==> src/sv/edr_pkg.sv <==
package edr_pkg;

    localparam int CFG_DW  = 16;
    localparam int CFG_IW  = 3;
    localparam int DELAY_W = 12;

    localparam logic [27:0] DELAY_MUL = 28'd3821;

    localparam logic [CFG_IW-1:0] REG_MODE      = 3'd0;
    localparam logic [CFG_IW-1:0] REG_LOW_THR   = 3'd1;
    localparam logic [CFG_IW-1:0] REG_HIGH_THR  = 3'd2;
    localparam logic [CFG_IW-1:0] REG_START_CNT = 3'd3;
    localparam logic [CFG_IW-1:0] REG_END_CNT   = 3'd4;
    localparam logic [CFG_IW-1:0] REG_DIST_CM   = 3'd5;
    localparam logic [CFG_IW-1:0] REG_PULSE_MS  = 3'd6;

    localparam logic [1:0] MODE_OFF    = 2'd0;
    localparam logic [1:0] MODE_ON     = 2'd1;
    localparam logic [1:0] MODE_DETECT = 2'd2;

    typedef struct packed {
        logic [1:0]  mode;
        logic [11:0] low_threshold;
        logic [11:0] high_threshold;
        logic [7:0]  start_count;
        logic [7:0]  end_count;
        logic [15:0] dist_cm;
        logic [7:0]  pulse_ms;
    } cfg_t;

    localparam cfg_t CFG_RESET = '{
        mode:           MODE_OFF,
        low_threshold:  12'd1800,
        high_threshold: 12'd2300,
        start_count:    8'd3,
        end_count:      8'd3,
        dist_cm:        16'd30,
        pulse_ms:       8'd1
    };

    typedef struct packed {
        logic        drive_on;
        logic        in_pulse;
        logic [31:0] period_ms;
        logic        period_new;
    } result_t;

endpackage

==> src/sv/edr_core.sv <==
module edr_core #(
    parameter int SAMPLE_BITS = 12,
    parameter int COUNT_BITS  = 8
) (
    input  logic                   aclk,
    input  logic                   aresetn,
    input  edr_pkg::cfg_t          cfg,
    input  logic                   clr,
    input  logic                   step,
    input  logic [SAMPLE_BITS-1:0] sample,
    input  logic                   sample_ok,
    input  logic [31:0]            now_ms,
    output edr_pkg::result_t       res
);
    import edr_pkg::*;

    localparam int CMPW = (SAMPLE_BITS > 12) ? SAMPLE_BITS : 12;
    localparam int RUNW = (COUNT_BITS > 8) ? COUNT_BITS : 8;

    logic [DELAY_W-1:0]    delay_ms;
    logic [27:0]           delay_prod;

    logic                  inside_reg, inside_next;
    logic [COUNT_BITS-1:0] out_run_reg, out_run_next;
    logic [COUNT_BITS-1:0] in_run_reg, in_run_next;
    logic [31:0]           last_start_reg, last_start_next;
    logic [31:0]           period_reg, period_next;
    logic                  waiting_reg, waiting_next;
    logic [31:0]           wait_start_reg, wait_start_next;
    logic                  burst_reg, burst_next;
    logic [31:0]           burst_start_reg, burst_start_next;

    logic [SAMPLE_BITS-1:0] smp;
    logic                   in_window;
    logic [COUNT_BITS-1:0]  out_inc, in_inc;
    logic                   fresh;
    logic                   wait_now;
    logic [31:0]            wait_start_cur;

    assign delay_prod = 28'(cfg.dist_cm) * DELAY_MUL;
    assign delay_ms   = delay_prod[27:16];

    assign smp       = sample_ok ? sample : '0;
    assign in_window = (CMPW'(smp) >= CMPW'(cfg.low_threshold)) &&
                       (CMPW'(smp) <= CMPW'(cfg.high_threshold));
    assign out_inc   = (out_run_reg == '1) ? out_run_reg : out_run_reg + 1'b1;
    assign in_inc    = (in_run_reg == '1) ? in_run_reg : in_run_reg + 1'b1;

    always_comb begin
        inside_next      = inside_reg;
        out_run_next     = out_run_reg;
        in_run_next      = in_run_reg;
        last_start_next  = last_start_reg;
        period_next      = period_reg;
        waiting_next     = waiting_reg;
        wait_start_next  = wait_start_reg;
        burst_next       = burst_reg;
        burst_start_next = burst_start_reg;
        fresh            = 1'b0;
        wait_now         = waiting_reg;
        wait_start_cur   = wait_start_reg;

        if (cfg.mode == MODE_DETECT) begin
            if (!inside_reg) begin
                if (!in_window) begin
                    out_run_next = out_inc;
                    if (RUNW'(out_inc) >= RUNW'(cfg.start_count)) begin
                        if (last_start_reg != '0) begin
                            period_next = now_ms - last_start_reg;
                            fresh       = 1'b1;
                        end
                        last_start_next = now_ms;
                        out_run_next    = '0;
                        inside_next     = 1'b1;
                    end
                end else begin
                    out_run_next = '0;
                end
            end else begin
                if (in_window) begin
                    in_run_next = in_inc;
                    if (RUNW'(in_inc) >= RUNW'(cfg.end_count)) begin
                        inside_next    = 1'b0;
                        in_run_next    = '0;
                        wait_now       = 1'b1;
                        wait_start_cur = now_ms;
                    end
                end else begin
                    in_run_next = '0;
                end
            end

            waiting_next    = wait_now;
            wait_start_next = wait_start_cur;
            // burst that starts this step ends at once only for a zero length
            if (wait_now && ((now_ms - wait_start_cur) >= 32'(delay_ms))) begin
                waiting_next     = 1'b0;
                burst_start_next = now_ms;
                burst_next       = (cfg.pulse_ms != '0);
            end else if (burst_reg &&
                         ((now_ms - burst_start_reg) >= 32'(cfg.pulse_ms))) begin
                burst_next = 1'b0;
            end
        end

        res.drive_on   = (cfg.mode == MODE_ON) ||
                         ((cfg.mode == MODE_DETECT) && burst_next);
        res.in_pulse   = inside_next;
        res.period_ms  = period_next;
        res.period_new = fresh;
    end

    always_ff @(posedge aclk) begin
        if (!aresetn) begin
            inside_reg      <= 1'b0;
            out_run_reg     <= '0;
            in_run_reg      <= '0;
            last_start_reg  <= '0;
            period_reg      <= '0;
            waiting_reg     <= 1'b0;
            wait_start_reg  <= '0;
            burst_reg       <= 1'b0;
            burst_start_reg <= '0;
        end else if (clr) begin
            inside_reg     <= 1'b0;
            out_run_reg    <= '0;
            in_run_reg     <= '0;
            last_start_reg <= '0;
            waiting_reg    <= 1'b0;
            burst_reg      <= 1'b0;
        end else if (step) begin
            inside_reg      <= inside_next;
            out_run_reg     <= out_run_next;
            in_run_reg      <= in_run_next;
            last_start_reg  <= last_start_next;
            period_reg      <= period_next;
            waiting_reg     <= waiting_next;
            wait_start_reg  <= wait_start_next;
            burst_reg       <= burst_next;
            burst_start_reg <= burst_start_next;
        end
    end

endmodule

==> src/sv/echo_detect_delayed_retransmit.sv <==
// Pipeline: two register stages; an accepted input word is held in the input
// register and its result word is registered in the output register as it moves on.
// Throughput: one word per cycle while m_tready does not stall the output; input and output registers with shared
// stall, detector state is updated in a single pass in the compute stage.
// Reset (aresetn low, synchronous): pipeline empty, detector and timers
// cleared, registers back to mode 0, window 1800..2300, counts 3, 30 cm, 1 ms.
module echo_detect_delayed_retransmit #(
    parameter int SAMPLE_BITS = 12,
    parameter int COUNT_BITS  = 8
) (
    input  logic                                    aclk,
    input  logic                                    aresetn,
    input  logic                                    cfg_we,
    input  logic [edr_pkg::CFG_IW-1:0]              cfg_idx,
    input  logic [edr_pkg::CFG_DW-1:0]              cfg_data,
    input  logic                                    s_tvalid,
    output logic                                    s_tready,
    // sample, now_ms
    input  logic [((SAMPLE_BITS+32+7)/8)*8-1:0]     s_tdata,
    // sample_ok
    input  logic                                    s_tuser,
    output logic                                    m_tvalid,
    input  logic                                    m_tready,
    // drive_on, in_pulse, period_ms[31:0], period_new
    output logic [39:0]                             m_tdata
);
    import edr_pkg::*;

    cfg_t                   cfg_reg;
    logic                   in_vld_reg;
    logic [SAMPLE_BITS-1:0] in_smp_reg;
    logic                   in_ok_reg;
    logic [31:0]            in_now_reg;
    logic                   out_vld_reg;
    result_t                out_reg;
    result_t                res;
    logic                   adv;
    logic                   step;
    logic                   clr;

    assign adv      = !out_vld_reg || m_tready;
    assign step     = in_vld_reg && adv;
    assign s_tready = !in_vld_reg || adv;
    assign clr      = cfg_we && (cfg_idx == REG_MODE);

    always_ff @(posedge aclk) begin
        if (!aresetn) begin
            cfg_reg <= CFG_RESET;
        end else if (cfg_we) begin
            case (cfg_idx)
                REG_MODE:      cfg_reg.mode           <= cfg_data[1:0];
                REG_LOW_THR:   cfg_reg.low_threshold  <= cfg_data[11:0];
                REG_HIGH_THR:  cfg_reg.high_threshold <= cfg_data[11:0];
                REG_START_CNT: cfg_reg.start_count    <= cfg_data[7:0];
                REG_END_CNT:   cfg_reg.end_count      <= cfg_data[7:0];
                REG_DIST_CM:   cfg_reg.dist_cm        <= cfg_data[15:0];
                REG_PULSE_MS:  cfg_reg.pulse_ms       <= cfg_data[7:0];
                default: ;
            endcase
        end
    end

    always_ff @(posedge aclk) begin
        if (!aresetn) begin
            in_vld_reg <= 1'b0;
        end else if (s_tready) begin
            in_vld_reg <= s_tvalid;
        end
    end

    always_ff @(posedge aclk) begin
        if (s_tvalid && s_tready) begin
            in_smp_reg <= s_tdata[SAMPLE_BITS-1:0];
            in_now_reg <= s_tdata[SAMPLE_BITS +: 32];
            in_ok_reg  <= s_tuser;
        end
    end

    edr_core #(
        .SAMPLE_BITS(SAMPLE_BITS),
        .COUNT_BITS (COUNT_BITS)
    ) u_core (
        .aclk     (aclk),
        .aresetn  (aresetn),
        .cfg      (cfg_reg),
        .clr      (clr),
        .step     (step),
        .sample   (in_smp_reg),
        .sample_ok(in_ok_reg),
        .now_ms   (in_now_reg),
        .res      (res)
    );

    always_ff @(posedge aclk) begin
        if (!aresetn) begin
            out_vld_reg <= 1'b0;
        end else if (adv) begin
            out_vld_reg <= in_vld_reg;
        end
    end

    always_ff @(posedge aclk) begin
        if (step) begin
            out_reg <= res;
        end
    end

    assign m_tvalid = out_vld_reg;
    assign m_tdata  = {5'b0, out_reg.period_new, out_reg.period_ms,
                       out_reg.in_pulse, out_reg.drive_on};

    a_word_moves: assert property (@(posedge aclk) disable iff (!aresetn)
        step |=> m_tvalid)
        else $error("stage word not moved to output");

    a_period_in_pulse: assert property (@(posedge aclk) disable iff (!aresetn)
        (m_tvalid && m_tdata[34]) |-> m_tdata[1])
        else $error("period update without pulse start");

    a_no_accept_when_full: assert property (@(posedge aclk) disable iff (!aresetn)
        (in_vld_reg && out_vld_reg && !m_tready) |-> !s_tready)
        else $error("input accepted while pipeline stalled");

endmodule

==> config.mk <==
export PLATFORM = sky130hd
export DESIGN_NAME = echo_detect_delayed_retransmit
export DESIGN_NICKNAME = d
export VERILOG_FILES = /design/src/sv/edr_pkg.sv /design/src/sv/edr_core.sv /design/src/sv/echo_detect_delayed_retransmit.sv
export SDC_FILE = /design/constraint.sdc
export NUM_CORES = 1
export LEC_CHECK = 0
export BUFFER_PORTS_ARGS = -buffer_cell sky130_fd_sc_hd__buf_4
export CAP_MARGIN = 30
export CORE_ASPECT_RATIO = 1.5
export CORE_MARGIN = 2
export CORE_UTILIZATION = 30
export CTS_BUF_LIST = sky130_fd_sc_hd__clkbuf_4 sky130_fd_sc_hd__clkbuf_8 sky130_fd_sc_hd__clkbuf_16
export DETAILED_ROUTE_END_ITERATION = 12
export SYNTH_ARGS = -nofsm -noshare
export SYNTH_HDL_FRONTEND = slang
export SYNTH_SLANG_ARGS = --single-unit
==> constraint.sdc <==
create_clock -name aclk -period 11.5 [get_ports aclk]
set_input_delay 1.725 -clock aclk [delete_from_list [all_inputs] [get_ports aclk]]
set_output_delay 1.725 -clock aclk [all_outputs]
set_load 0.02 [all_outputs]
==> summary.md <==
| Metric | Value |
|---|---|
| FF-to-FF End | u_core.burst_start_reg[6]$_SDFFE_PN0P_ |
| Synth Area in Adders | between 20% and 30% |
| Post-layout min period | 8930 ps |
| Worst clock skew | between 30 and 40 ps |
| Total GRT Usage | 14.8% |
| Max reg flops | 66 |
| Most common cell on crit path | fa_1 |
| Post-Synth XOR/XNOR Area | 3.12% |
| Arrival @ worst endpoint | 9340 ps |
| Clock root cell | clkbuf_16 |
| Slew @ Worst Pin | 968 ps |
| Peak supply drop | 0.0939 mV |
| Switching Fraction | 29.3% |
| Post-synthesis mux area share | 6.14% |
| Clock network power share | 40.0% |
| Resized Gates After CTS | 0 |
| Critical path depth | 29 |
| Endpoints failing hold | 0 |
| Post-synth top cells | nand2_1 (349), inv_1 (287), ha_1 (242), dfxtp_1 (215), nor2_1 (183) |
| TritonCTS clock tree | yes |
| Post-Route WL | 56.0 mm |
| Mapped Cells | 2,554 |
| Post-synthesis cell type count | 83 |
| Post-Place Cells | between 3,000 and 4,000 |
| Utilization after layout | 34.2% |
| Reg2Reg Setup Slack | 2570 ps |
| Pre-antenna DRT Iters | 5 |
| Die area | 77,200 um^2 |
| Clock buffer depth | 3 |
| Tcrit/Tclk final | 77.6% |
| Clock H-tree levels | 2 |
| Routed Antenna Nets | 0 |
| Placed Area | 24,300 um^2 |
| Worst Path Required | 11,910 ps |
| Initial DRC Count | 817 |
| Initial antenna violation count | 0 |
| Worst Path Max Fanout | 32 |
| Peak Freq | 112 MHz |
| Hold_ws | about 450 ps |
| Critical Path Max Stage Delay | a little over 600 ps |
| Main combinational cell family by area after synthesis | adder cells |
| Leakage | 10.7 nW |
| Slew headroom | 34.9% |
| Critical Path Sink Type | flip-flop |
| Reg power frac | 38.9% |
| R2R depth | 29 |
| Pins Over Slew Limit | 0 |
| RR Startpoint | cfg_reg[9]$_SDFFE_PN1P_ |
| Synth warn | 0 |
| Core ar. | 74,600 um^2 |
| Yosys top cell area share | about a fifth |
| Port Buffers | approximately 110 |
| Worst setup startpoint | cfg_reg[9]$_SDFFE_PN1P_ |
| RSZ-0062 raised after global routing | no |
| Synth Flop Type | dfxtp_1 |
| # DRC | 0 |
| CTS sink cnt | 295 |
| Fraction of layout cells with a size suffix above 1 | slightly above 9% |
| Crit path to | u_core.burst_start_reg[6]$_SDFFE_PN0P_ |
| Gpl congestion | 0.911 |
| Post-route cell area | 25,500 um^2 |
| Vias in the first global route | 18,000 |
| Area leader, netlist | dfxtp_1 |
| Final Total Pwr | 2.89 mW |
| Ys async rst share | 0% |
| Setup violators final | 0 |
| Top delay family on crit path | adder cells |
| Syn Std Cell Area | approximately 22,000 um^2 |
| Hold buffer count at CTS | 0 |
| Drt wl/cell | 15.4 um |
| Layout Nets | 3,031 |
| Compound-cell area share of the yosys netlist | between 10% and 20% |
| Internal | 2.04 mW |
| GR Overflow Total | 0 |
| Bufs and invs on worst path | 4 |
| Sequential share of the synthesized area | 29.8% |
| Via count | 17,800 |
| Largest cells by area after synthesis | dfxtp_1 (19%), ha_1 (13%), edfxtp_1 (11%), fa_1 (8.4%), nand2_1 (5.8%) |
| Sw power | 848 uW |
| Pre-CTS WS | ~2600 ps |
| Ports | 115 |
| Via density per instance | 4.87 |
| First-pass GRT wire length | 91.7 mm |
| Non-filler cells, final | 3,650 |
| # diodes | 0 |
| Pwr per Cell Area | around 110 nW/um^2 |
| HP Class | flip-flop to flip-flop |
| Detailed placement HPWL | between 40 and 50 mm |
| Post-Syn Area per Cell | 8.81 um^2 |
| Die Wd | 228 um |
| Comb pwr share | 21.1% |
| Run status | finished clean |
| Cell with the most instances after synthesis | nand2_1 |
| Inserted Clock Buffers | 36 |
| Area Growth Syn to Fin | 13.4% |
| Synth Register Bits | 295 |
| Largest net degree at the start of global routing | ~110 |
| Slowest cell on crit path | fa_1 |
| Critical path type | flip-flop to flip-flop |
| Post-synth EDFFs | 80 |
| Clock slew at reported path FFs | 60 ps |
| Synth Area in Simple Gates | 15.7% |
| Die H | 339 um |
| Total negative slack | 0 ps |
| Initial core utilization | 30.1% |
| Post-route setup slack | 2570 ps |
| Buffer count from post-CTS setup fixing | 0 |
| FILL cells | 7,744 |
| Max_cap viols | 0 |
| Setup crit start kind | flip-flop |
| Clk_lat worst skew | 560 ps |
| Num rows | 123 |
tightest hold or removal path, cell delays in order (launching register included):
cell     delay (ps)
dfxtp_1         300
nand2_1          50
mux2i_1          50
worst min path at each step:
stage / start / end / slack (ps) / depth (start not counted)
after CTS: u_core.burst_start_reg[19]$_SDFFE_PN0P_ / u_core.burst_start_reg[19]$_SDFFE_PN0P_ / 460 / 2
after global routing: u_core.burst_start_reg[20]$_SDFFE_PN0P_ / u_core.burst_start_reg[20]$_SDFFE_PN0P_ / 480 / 2
after floorplan: u_core.burst_start_reg[10]$_SDFFE_PN0P_ / u_core.burst_start_reg[10]$_SDFFE_PN0P_ / 430 / 2
final: u_core.burst_start_reg[21]$_SDFFE_PN0P_ / u_core.burst_start_reg[21]$_SDFFE_PN0P_ / 450 / 2
after detailed placement: u_core.burst_start_reg[20]$_SDFFE_PN0P_ / u_core.burst_start_reg[20]$_SDFFE_PN0P_ / 450 / 2
after global placement: u_core.burst_start_reg[21]$_SDFFE_PN0P_ / u_core.burst_start_reg[21]$_SDFFE_PN0P_ / 440 / 2
per-layer routing:
metal	global-route usage [%]	wire length, um	vias to the layer above
li1	-	-	8996
met1	17.3	23100	8359
met2	26.7	28400	302
met3	2.10	2220	116
met4	6.09	2320	0
met5	0	0	-
cell type report:
| type | count | area [um^2] | share of cell area (%) |
|---|---|---|---|
| clock buffers | 48 | 1050 | 4.12 |
| clock inverters | 18 | 169 | 0.662 |
| inverters | 287 | 1080 | 4.22 |
| multi-input cells | 1883 | 14300 | 56.2 |
| flip-flops and latches | 295 | 6710 | 26.3 |
| well taps | 1000 | 1250 | 4.91 |
| repair buffers | 119 | 913 | 3.58 |
cells by family after synthesis:
kind of cell / count (synthesis)
buffers and inverters: 380
other: 1
XOR/XNOR: 80
adder cells (fa/ha/maj): 336
flip-flops: 295
AND/OR/NAND/NOR: 782
multiplexers: 134
AO/OA/AOI/OAI: 546
power by group through the flow:
stage / registers (mW) / logic [mW] / clock network, mW
after floorplan: 1.14 / 0.447 / 0
after global placement: 1.15 / 0.610 / 0
after detailed placement: 1.15 / 0.618 / 0
after CTS: 1.12 / 0.623 / 1.19
after global routing: 1.13 / 0.712 / 1.24
final: 1.12 / 0.610 / 1.16
cell usage in the layout (no fill, tap or decap), types with 10 or more instances in the layout:
| cell | instances |
|---|---|
| a211oi_1 | 15 |
| a21boi_0 | 71 |
| a21o_1 | 48 |
| a21oi_1 | 120 |
| a22oi_1 | 16 |
| a31oi_1 | 21 |
| and2_1 | 21 |
| and3_1 | 11 |
| buf_4 | 116 |
| clkbuf_16 | 38 |
| dfxtp_1 | 215 |
| edfxtp_1 | 80 |
| fa_1 | 94 |
| ha_1 | 242 |
| inv_1 | 287 |
| mux2_2 | 31 |
| mux2i_1 | 103 |
| nand2_1 | 348 |
| nand2b_1 | 18 |
| nand3_1 | 40 |
| nand4_1 | 33 |
| nor2_1 | 182 |
| nor2b_1 | 21 |
| nor3_1 | 32 |
| nor3b_1 | 16 |
| nor4_1 | 15 |
| o211a_1 | 31 |
| o211ai_1 | 31 |
| o21a_1 | 24 |
| o21ai_0 | 80 |
| or2_2 | 10 |
| or3_1 | 10 |
| xnor2_1 | 54 |
| xor2_1 | 26 |
No activity file was read; power rests on OpenSTA's default activity.
